### src/hw/rtl/bwum_pkg.sv
// ----------------------------------------------------------------------------
// Busy-window utilisation meter package
// Widths, constants and the time type shared across the meter.
// ----------------------------------------------------------------------------
`timescale 1ns / 1ps
`default_nettype none

package bwum_pkg;

  localparam int unsigned TimeBits    = 48;
  localparam int unsigned WinBits     = 15;
  localparam int unsigned PctBits     = 7;
  localparam int unsigned MsBits      = 11;
  localparam int unsigned ProdBits    = 22;   // window span times one hundred
  localparam int unsigned DsrBits     = WinBits + PctBits - 1;
  localparam int unsigned StepCntBits = 3;

  localparam logic [WinBits-1:0] WindowReset = WinBits'(5000);
  localparam logic [PctBits-1:0] FullPct     = PctBits'(100);
  localparam logic [MsBits-1:0]  ReportMs    = MsBits'(1000);

  // floor(w / 1000) == (w * MsRecip) >> MsShift for every 15-bit w
  localparam int unsigned MsShift   = 25;
  localparam int unsigned RecipBits = 16;
  localparam logic [RecipBits-1:0] MsRecip = RecipBits'(33555);
  localparam int unsigned MsStepBits = 6;

  localparam logic [StepCntBits-1:0] LastStep = StepCntBits'(PctBits - 1);

  typedef logic [TimeBits-1:0] time_t;

endpackage

`default_nettype wire

### src/hw/rtl/bwum_divider.sv
// ----------------------------------------------------------------------------
// Percent divider
// Restoring divider, one quotient bit per cycle through a shared subtractor.
// ----------------------------------------------------------------------------
`timescale 1ns / 1ps
`default_nettype none

module bwum_divider (
  input  wire                          clk_i,
  input  wire                          rst_ni,
  input  wire                          start_i,
  input  wire [bwum_pkg::ProdBits-1:0] dividend_i,
  input  wire [bwum_pkg::WinBits-1:0]  divisor_i,
  output logic                         done_o,
  output logic [bwum_pkg::PctBits-1:0] quotient_o
);
  import bwum_pkg::*;

  logic                   busy_q;
  logic [StepCntBits-1:0] cnt_q;
  logic [ProdBits-1:0]    rem_q;
  logic [DsrBits-1:0]     dsr_q;
  logic [PctBits-1:0]     quot_q;
  logic                   done_q;

  logic                   fits;
  logic [ProdBits-1:0]    diff;

  // shared compare/subtract unit
  assign fits = rem_q >= {1'b0, dsr_q};
  assign diff = rem_q - {1'b0, dsr_q};

  always_ff @(posedge clk_i or negedge rst_ni) begin
    if (!rst_ni) begin
      busy_q <= 1'b0;
      cnt_q  <= '0;
      done_q <= 1'b0;
    end else begin
      // flag done for one cycle after the last pass
      done_q <= busy_q && !start_i && (cnt_q == LastStep);
      if (start_i) begin
        busy_q <= 1'b1;
        cnt_q  <= '0;
      end else if (busy_q) begin
        cnt_q <= cnt_q + StepCntBits'(1);
        if (cnt_q == LastStep) begin
          busy_q <= 1'b0;
        end
      end
    end
  end

  always_ff @(posedge clk_i) begin
    if (start_i) begin
      rem_q  <= dividend_i;
      dsr_q  <= {divisor_i, (PctBits-1)'(0)};
      quot_q <= '0;
    end else if (busy_q) begin
      if (fits) begin
        rem_q <= diff;
      end
      dsr_q  <= dsr_q >> 1;
      quot_q <= {quot_q[PctBits-2:0], fits};
    end
  end

  assign done_o     = done_q;
  assign quotient_o = quot_q;

endmodule

`default_nettype wire

### src/hw/rtl/busy_window_utilization_meter.sv
// ----------------------------------------------------------------------------
// Busy-window utilisation meter
// Percent of each sampling window covered by the last busy interval, with a
// halving running average and a one-second report flag.
// ----------------------------------------------------------------------------
//  channel   dir  handshake               payload
//  s_axis    in   tvalid / tready         tdata: busy_start, busy_end,
//                                         tick_end; tuser: busy_active
//  m_axis    out  tvalid / tready         tdata: window_usage, average_usage;
//                                         tuser: report_due
//  cfg       in   cfg_valid_i/cfg_ready_o cfg_wdata_i: window_us
//
//  An item holds the block from the accepting edge until it is back in idle.
//  When the busy interval misses the window, fully covers it or leaves no
//  overlap, the item passes through window start, clip, span and update.
//  A divide adds scale and launch after span and a divide wait before
//  update: seven passes of the shared subtractor, then a step to see done.
//  The update step writes the result once the output register is free.
//  Input ready is low from acceptance until the result is written to the
//  output register; a full output register stalls the update step.
//  Reset clears the average, the millisecond count and window_us to 5000.
// ----------------------------------------------------------------------------
`timescale 1ns / 1ps
`default_nettype none

module busy_window_utilization_meter (
  input  wire          clk_i,
  input  wire          rst_ni,
  // configuration
  input  wire          cfg_valid_i,
  output logic         cfg_ready_o,
  input  wire  [14:0]  cfg_wdata_i,    // window_us
  // input items
  input  wire          s_axis_tvalid,
  output logic         s_axis_tready,
  input  wire  [143:0] s_axis_tdata,   // busy_start, busy_end, tick_end
  input  wire  [0:0]   s_axis_tuser,   // busy_active
  // result items
  output logic         m_axis_tvalid,
  input  wire          m_axis_tready,
  output logic [15:0]  m_axis_tdata,   // window_usage, average_usage, 2 pad
  output logic [0:0]   m_axis_tuser    // report_due
);
  import bwum_pkg::*;

  localparam logic [2:0] StIdle   = 3'd0;
  localparam logic [2:0] StWstart = 3'd1;
  localparam logic [2:0] StClip   = 3'd2;
  localparam logic [2:0] StSpan   = 3'd3;
  localparam logic [2:0] StScale  = 3'd4;
  localparam logic [2:0] StLaunch = 3'd5;
  localparam logic [2:0] StDiv    = 3'd6;
  localparam logic [2:0] StUpdate = 3'd7;

  logic [2:0]            state_q, state_d;
  logic [WinBits-1:0]    win_q;
  time_t                 bstart_q, bend_q, wend_q, wstart_q, lo_q, hi_q;
  logic                  none_q, full_q;
  logic [WinBits-1:0]    span_q;
  logic [ProdBits-1:0]   prod_q;
  logic [PctBits-1:0]    usage_q;
  logic [MsStepBits-1:0] ms_step_q;
  logic [PctBits-1:0]    avg_q, avg_d;
  logic [MsBits-1:0]     elapsed_q, elapsed_sum;
  logic                  out_valid_q;
  logic [PctBits-1:0]    out_usage_q, out_avg_q;
  logic                  out_report_q;

  logic                  accept, out_free, update_fire, report;
  logic                  div_start, div_done;
  logic [PctBits-1:0]    div_quot;
  logic [WinBits+RecipBits-1:0] ms_prod;
  logic [PctBits:0]      avg_sum;
  time_t                 win_ext;

  assign cfg_ready_o   = 1'b1;
  assign s_axis_tready = (state_q == StIdle);
  assign accept        = s_axis_tvalid && s_axis_tready;
  assign out_free      = !out_valid_q || m_axis_tready;
  assign update_fire   = (state_q == StUpdate) && out_free;
  assign div_start     = (state_q == StLaunch);
  assign win_ext       = {{(TimeBits-WinBits){1'b0}}, win_q};
  assign ms_prod       = win_q * MsRecip;

  // Sequencer
  always_comb begin
    state_d = state_q;
    unique case (state_q)
      StIdle:   if (accept) state_d = StWstart;
      StWstart: state_d = StClip;
      StClip:   state_d = StSpan;
      StSpan: begin
        if (none_q || full_q || (hi_q <= lo_q)) state_d = StUpdate;
        else                                    state_d = StScale;
      end
      StScale:  state_d = StLaunch;
      StLaunch: state_d = StDiv;
      StDiv:    if (div_done) state_d = StUpdate;
      StUpdate: if (out_free) state_d = StIdle;
      default:  state_d = StIdle;
    endcase
  end

  always_ff @(posedge clk_i or negedge rst_ni) begin
    if (!rst_ni) begin
      state_q <= StIdle;
      win_q   <= WindowReset;
    end else begin
      state_q <= state_d;
      if (cfg_valid_i) win_q <= cfg_wdata_i;
    end
  end

  // Window arithmetic, one step per state
  always_ff @(posedge clk_i) begin
    unique case (state_q)
      StIdle: begin
        if (accept) begin
          bstart_q <= s_axis_tdata[47:0];
          bend_q   <= s_axis_tuser[0] ? s_axis_tdata[143:96] : s_axis_tdata[95:48];
          wend_q   <= s_axis_tdata[143:96];
        end
      end
      StWstart: begin
        // clamp the window start at time zero
        wstart_q  <= (wend_q > win_ext) ? (wend_q - win_ext) : '0;
        ms_step_q <= ms_prod[MsShift +: MsStepBits];
      end
      StClip: begin
        none_q <= (bstart_q >= wend_q) || (bend_q <= wstart_q);
        full_q <= (bstart_q <= wstart_q) && (bend_q >= wend_q);
        lo_q   <= (bstart_q > wstart_q) ? bstart_q : wstart_q;
        hi_q   <= (bend_q < wend_q) ? bend_q : wend_q;
      end
      StSpan: begin
        span_q <= WinBits'(hi_q - lo_q);
        if (none_q)              usage_q <= '0;
        else if (full_q)         usage_q <= FullPct;
        else                     usage_q <= '0;
      end
      StScale: begin
        // times one hundred: 64 + 32 + 4
        prod_q <= ({7'b0, span_q} << 6) + ({7'b0, span_q} << 5) + ({7'b0, span_q} << 2);
      end
      StDiv: begin
        if (div_done) usage_q <= (div_quot > FullPct) ? FullPct : div_quot;
      end
      default: ;
    endcase
  end

  bwum_divider u_div (
    .clk_i      (clk_i),
    .rst_ni     (rst_ni),
    .start_i    (div_start),
    .dividend_i (prod_q),
    .divisor_i  (win_q),
    .done_o     (div_done),
    .quotient_o (div_quot)
  );

  // Running average and millisecond count
  assign avg_sum     = {1'b0, avg_q} + {1'b0, usage_q};
  assign avg_d       = ((avg_q == '0) && (usage_q != '0)) ? usage_q : avg_sum[PctBits:1];
  assign elapsed_sum = elapsed_q + {{(MsBits-MsStepBits){1'b0}}, ms_step_q};
  assign report      = elapsed_sum >= ReportMs;

  always_ff @(posedge clk_i or negedge rst_ni) begin
    if (!rst_ni) begin
      avg_q        <= '0;
      elapsed_q    <= '0;
      out_valid_q  <= 1'b0;
      out_report_q <= 1'b0;
    end else begin
      if (update_fire) begin
        // drop average and count after a report
        avg_q        <= report ? '0 : avg_d;
        elapsed_q    <= report ? '0 : elapsed_sum;
        out_valid_q  <= 1'b1;
        out_report_q <= report;
      end else if (m_axis_tready) begin
        out_valid_q  <= 1'b0;
      end
    end
  end

  always_ff @(posedge clk_i) begin
    if (update_fire) begin
      out_usage_q <= usage_q;
      out_avg_q   <= avg_d;
    end
  end

  assign m_axis_tvalid   = out_valid_q;
  assign m_axis_tdata    = {2'b00, out_avg_q, out_usage_q};
  assign m_axis_tuser[0] = out_report_q;

  // Checks
  a_usage_range: assert property (@(posedge clk_i) disable iff (!rst_ni)
    out_valid_q |-> (out_usage_q <= FullPct && out_avg_q <= FullPct))
    else $error("result percent out of range");

  a_report_clears: assert property (@(posedge clk_i) disable iff (!rst_ni)
    (update_fire && report) |=> (avg_q == '0 && elapsed_q == '0))
    else $error("state not cleared after report");

  a_div_nonzero: assert property (@(posedge clk_i) disable iff (!rst_ni)
    div_start |-> (win_q != '0))
    else $error("divide launched with zero window");

  a_div_only_when_waiting: assert property (@(posedge clk_i) disable iff (!rst_ni)
    div_done |-> (state_q == StDiv))
    else $error("divider finished outside its wait step");

endmodule

`default_nettype wire

### config.mk
export PLATFORM = sky130hd
export DESIGN_NAME = busy_window_utilization_meter
export DESIGN_NICKNAME = d
export VERILOG_FILES = /design/src/hw/rtl/bwum_pkg.sv /design/src/hw/rtl/bwum_divider.sv /design/src/hw/rtl/busy_window_utilization_meter.sv
export SDC_FILE = /design/constraint.sdc
export NUM_CORES = 1
export LEC_CHECK = 0
export BUFFER_PORTS_ARGS = -buffer_cell sky130_fd_sc_hd__clkbuf_2
export CAP_MARGIN = 25
export CORE_ASPECT_RATIO = 1.25
export CORE_MARGIN = 2
export CORE_UTILIZATION = 55
export CTS_BUF_LIST = sky130_fd_sc_hd__clkbuf_8
export DETAILED_ROUTE_END_ITERATION = 16
export PLACE_DENSITY = 0.73
export SLEW_MARGIN = 20
export SYNTH_ARGS = -nofsm -noshare
export SYNTH_HDL_FRONTEND = slang
export SYNTH_HIERARCHICAL = 1
export SYNTH_SLANG_ARGS = --single-unit
### constraint.sdc
create_clock -name clk_i -period 7.2 [get_ports clk_i]
set_input_delay 0 -clock clk_i [delete_from_list [all_inputs] [get_ports clk_i]]
set_output_delay 0 -clock clk_i [all_outputs]
set_load 0.01 [all_outputs]
==> metrics.txt <==
# TYPE chip_impl_metric gauge
chip_impl_info{name="run_status",value="finished, final reports clean"} 1
chip_impl_metric{name="layout_min_cycle_time",unit="ns"} 5.73
chip_impl_metric{name="rr_worst_depth",unit=""} 19
chip_impl_metric{name="antenna_found_initial",unit=""} 4
chip_impl_metric{name="power.sequential.fraction",unit=""} 0.352
chip_impl_info{name="worst_path_max_delay_cell",value="a2111oi_0"} 1
chip_impl_metric{name="rows",unit=""} 94
chip_impl_metric{name="setup_viol",unit=""} 0
chip_impl_metric{name="worst_case_vdd_ir_drop",unit="mV"} 0.220
chip_impl_metric{name="syn_avg_cell_area",unit="µm²"} 11.3
chip_impl_info{name="timing.critical_path.to_type",value="flip-flop"} 1
chip_impl_metric{name="grt_pass1_wl",unit="µm"} 123000
chip_impl_metric{name="synth-seq-cells",unit=""} 445
chip_impl_metric{name="die_height",unit="µm"} 263
chip_impl_metric{name="finish.instance_area",unit="mm²"} 0.0346
chip_impl_metric{name="synth-seq-area-share",unit=""} 0.442
chip_impl_metric{name="worst-r2r-setup-slack",unit="ns"} 1.47
chip_impl_metric{name="holdWs",unit="ns"} 0.0462
chip_impl_metric{name="power_switching",unit="mW"} 4.60
chip_impl_metric{name="crit_buf_inv",unit=""} 4
chip_impl_metric{name="clockBufferDepth",unit=""} 3
chip_impl_info{name="highest_layer",value="met4"} 1
chip_impl_metric{name="post_dp_cell_area",unit="mm²"} 0.0311
chip_impl_metric{name="drv_cap",unit=""} 0
chip_impl_metric{name="wl_per_cell",unit="µm"} 20.9
chip_impl_metric{name="internal_power",unit="mW"} 7.25
chip_impl_metric{name="max_clock_freq",unit="GHz"} 0.175
chip_impl_metric{name="initial_drt_markers",unit=""} 1526
chip_impl_metric{name="synth-edff-count",unit=""} 389
chip_impl_metric{name="timing.final.max_slew_violations",unit=""} 0
chip_impl_metric{name="drive_gt1_frac",unit=""} 0.161
chip_impl_metric{name="tightest_slew",unit="ns"} 1.06
chip_impl_metric{name="cts.htree.levels",unit=""} 3
chip_impl_metric{name="post-route-drc-count",unit=""} 0
chip_impl_metric{name="buffer_ports.inserted",unit=""} 181
chip_impl_metric{name="grt.total_usage",unit=""} 0.286
chip_impl_metric{name="initial_utilization",unit=""} 0.558
chip_impl_metric{name="clock-skew-final",unit="ns"} 0.0457
chip_impl_metric{name="numPlacedInstances",unit=""} 3416
chip_impl_metric{name="clock_pin_slew_on_the_worst_setup_and_hold_paths",unit="ns"} 0.06
chip_impl_metric{name="design.die.area",unit="mm²"} 0.0554
chip_impl_info{name="most_frequently_used_flop_master_after_synthesis",value="edfxtp_1"} 1
chip_impl_info{name="grt_setup_unrepaired",value="false"} 1
chip_impl_metric{name="multiInputGateArea",unit="mm²"} 0.0151
chip_impl_metric{name="final-instance-count-excl-fill",unit=""} 3752
chip_impl_metric{name="routedLengthMet1",unit="µm"} 30200
chip_impl_metric{name="cts_made_buffers",unit=""} 76
chip_impl_metric{name="cp_num_cells",unit=""} 19
chip_impl_metric{name="routed-wl-met3",unit="µm"} 3670
chip_impl_metric{name="ant_nets",unit=""} 0
chip_impl_metric{name="synthesis.instances",unit=""} 2606
chip_impl_metric{name="worst_ep_required_time",unit="ns"} 7.60
chip_impl_metric{name="route.vias.total",unit=""} 22000
chip_impl_info{name="crit_chain",value="inv_1 -> ha_1 -> inv_1 -> fa_1 -> inv_1 -> fa_1 -> inv_1 -> fa_1 -> fa_1 -> ha_1 -> ha_1 -> nand3_1 -> nor3_1 -> nor3_1 -> a21oi_1 -> a21oi_1 -> a2111oi_0 -> o21a_1 -> nor2_1"} 1
chip_impl_info{name="timing.critical_path.from",value="win_q[13]"} 1
chip_impl_metric{name="p_leak",unit="nW"} 15.2
chip_impl_info{name="rr_startpoint",value="win_q[13]"} 1
chip_impl_metric{name="post_cts_resize_count",unit=""} 0
chip_impl_metric{name="gp_routability_congestion",unit=""} 0.926
chip_impl_info{name="layout.cells.most_common",value="ha_1"} 1
chip_impl_metric{name="timing.setup.tns",unit="ns"} 0
chip_impl_metric{name="register_area",unit="mm²"} 0.0130
chip_impl_info{name="hp-class",value="in -> reg"} 1
chip_impl_metric{name="routed_wl",unit="µm"} 78600
chip_impl_metric{name="power",unit="mW"} 11.9
chip_impl_metric{name="sw_frac",unit=""} 0.388
chip_impl_metric{name="fin_crit_sh",unit=""} 0.795
chip_impl_info{name="endpoint",value="ms_step_q[4]"} 1
chip_impl_info{name="critical-path-top-delay-family",value="adder cells"} 1
chip_impl_metric{name="area_growth_syn_to_layout",unit="%"} 17.3
chip_impl_metric{name="pwr_density_cell",unit="mW/mm²"} 343
chip_impl_metric{name="share_comb_of_total_power",unit=""} 0.456
chip_impl_metric{name="core_area",unit="mm²"} 0.0528
chip_impl_info{name="timing_worst_setup_path_type",value="reg -> reg"} 1
chip_impl_metric{name="hpwlAfterDp",unit="µm"} 57400
chip_impl_metric{name="max_stage_delay",unit="ns"} 0.64
chip_impl_metric{name="slew_headroom",unit=""} 0.292
chip_impl_info{name="layout_common_cells",value="421 x ha_1, 389 x edfxtp_1, 324 x inv_1, 191 x dlygate4sd3_1, 181 x clkbuf_2"} 1
chip_impl_metric{name="vias_per_cell",unit=""} 5.87
chip_impl_info{name="cts_root_buf",value="clkbuf_8"} 1
chip_impl_metric{name="hold_violations",unit=""} 0
chip_impl_metric{name="source_to_sink_clock_delay_at_the_later_pin_of_the_worst_skew_pair",unit="ns"} 0.67
chip_impl_info{name="critical_path.startpoint_type",value="flip-flop"} 1
chip_impl_metric{name="fp.dieW",unit="µm"} 211
chip_impl_metric{name="pin_count",unit=""} 185
chip_impl_metric{name="synth_cell_types",unit=""} 86
chip_impl_metric{name="first_global_vias",unit=""} 23500
chip_impl_metric{name="crit_path_arrival_time",unit="ns"} 6.13
chip_impl_metric{name="global_route.overflow_total",unit=""} 0
chip_impl_metric{name="syn_area",unit="mm²"} 0.0295
chip_impl_metric{name="dr_wl_met2",unit="µm"} 40800
chip_impl_metric{name="firstDrtPassIters",unit=""} 7
chip_impl_metric{name="warning_count_from_the_yosys_run",unit=""} 6
chip_impl_metric{name="clock-sinks",unit=""} 445
chip_impl_info{name="regToRegEndpoint",value="ms_step_q[4]"} 1
chip_impl_metric{name="grt_start_max_net_pins",unit=""} 76
chip_impl_metric{name="clkPwrFrac",unit=""} 0.192
chip_impl_info{name="cts_tree",value="built"} 1
chip_impl_metric{name="worstPathMaxFanout",unit=""} 6
chip_impl_metric{name="final_nets",unit=""} 3652
chip_impl_metric{name="final.fill_count",unit=""} 3907
chip_impl_metric{name="async_reset_ff_frac",unit=""} 0.0966
-- power groups by stage --
stage	combinational, mW	sequential [mW]	clock, mW
2_1_floorplan	4.00	4.11	0
3_3_place_gp	5.02	4.20	0
3_5_place_dp	5.19	4.23	0
4_1_cts	5.33	4.18	2.31
5_1_grt	6.08	4.24	2.41
6_report	5.40	4.17	2.28
-- what timing repair did --
item,in CTS,in global routing
buffers inserted,0,0
hold buffers,191,0
hold endpoints to repair,204,0
-- layout make-up --
type	count	area share
diodes	4	0.000290
well taps	672	0.0243
flip-flops and latches	445	0.377
clock inverters	58	0.0105
inverters	298	0.0324
clock buffers	81	0.0323
repair buffers	392	0.0871
multi-input cells	1802	0.436
-- registers in the layout, indices dropped and copies added (netlist names), 3 cells and up --
name and cells:
win_q 15, bend_q 48, u_div/quotient_o 7, usage_q 7, ms_step_q 6, u_div/rem_q 22
out_usage_q 7, span_q 15, out_avg_q 7, prod_q 20, avg_q 7, u_div/dsr_q 21
wend_q 48, elapsed_q 11, wstart_q 48, u_div/cnt_q 3, hi_q 48, bstart_q 48
lo_q 48, state_q 3
-- worst min path at each step --
stage	startpoint	end	slack, ns	cells past startpoint
floorplan	rst_ni	avg_q[0]	-0.30	0
global placement	rst_ni	avg_q[1]	0.13	2
detailed placement	rst_ni	avg_q[1]	0.13	2
CTS	s_axis_tdata[16]	bstart_q[16]	0.002	2
global route	s_axis_tdata[120]	wend_q[24]	0.05	2
finish	s_axis_tdata[19]	bstart_q[19]	0.05	2
-- worst reg2reg max path, cell delays in order, from the launching register on --
cell and delay [ns]:
dfrtp_1 0.44, inv_1 0.12, ha_1 0.30, inv_1 0.06, fa_1 0.52, inv_1 0.06
fa_1 0.49, inv_1 0.05, fa_1 0.50, fa_1 0.49, ha_1 0.31, ha_1 0.30
nand3_1 0.12, nor3_1 0.21, nor3_1 0.07, a21oi_1 0.37, a21oi_1 0.18, a2111oi_0 0.64
o21a_1 0.21, nor2_1 0.05
-- routing by layer --
metal | up-vias | global-route usage
li1 | 10400 | -
met1 | 10700 | 0.327
met2 | 702 | 0.520
met3 | 202 | 0.0369
met4 | 0 | 0.144
met5 | - | 0
-- cells by family (layout without fill, tap and decap cells) --
group | Yosys count | count (layout) | synth area share
AOI/OAI and AO/OA | 539 | 539 | 0.119
xor gates and xnor gates | 60 | 60 | 0.0178
adders and majority gates | 472 | 472 | 0.213
buffers and inverters | 362 | 829 | 0.0488
DFF | 445 | 445 | 0.442
muxes | 165 | 165 | 0.0623
other | 2 | 9 | 0.000255
and+or+nand+nor | 561 | 561 | 0.0964
-- Yosys cell counts (all sizes together), types with 6 or more instances --
master   count  share of area
a2111oi      7         0.0021
a211oi      20         0.0051
a21boi       7         0.0018
a21o        90          0.023
a21oi      144          0.025
a221oi       6         0.0018
a31oi       12         0.0028
a32o         7         0.0024
and2        14         0.0030
and3         9         0.0019
buf         22         0.0049
clkbuf      41         0.0056
dfrtp       38          0.032
dfxtp       13         0.0088
edfxtp     389           0.40
fa          51          0.035
ha         421           0.18
inv        298          0.038
mux2       147          0.056
mux2i       18         0.0061
nand2      140          0.018
nand2b      23         0.0049
nand3       23         0.0039
nand4       77          0.017
nor2       137          0.017
nor2b       26         0.0055
nor3        43         0.0075
nor4         8         0.0022
o211ai      17         0.0043
o21a        26         0.0066
o21ai      127          0.022
o21bai       9         0.0023
o31ai       19         0.0048
or2         11         0.0023
or3         17         0.0036
or4         17         0.0048
xnor2       45          0.013
xor2        15         0.0045
-- per-stage QoR --
step / utilization / setup slack (ns)
after floorplan: - / 1.84
after global placement: 0.589 / 1.51
after detailed placement: 0.589 / 1.41
after CTS: 0.653 / 1.42
after global routing: 0.654 / 1.09
final: 0.654 / 1.47
(Power assumes the default switching activity.)
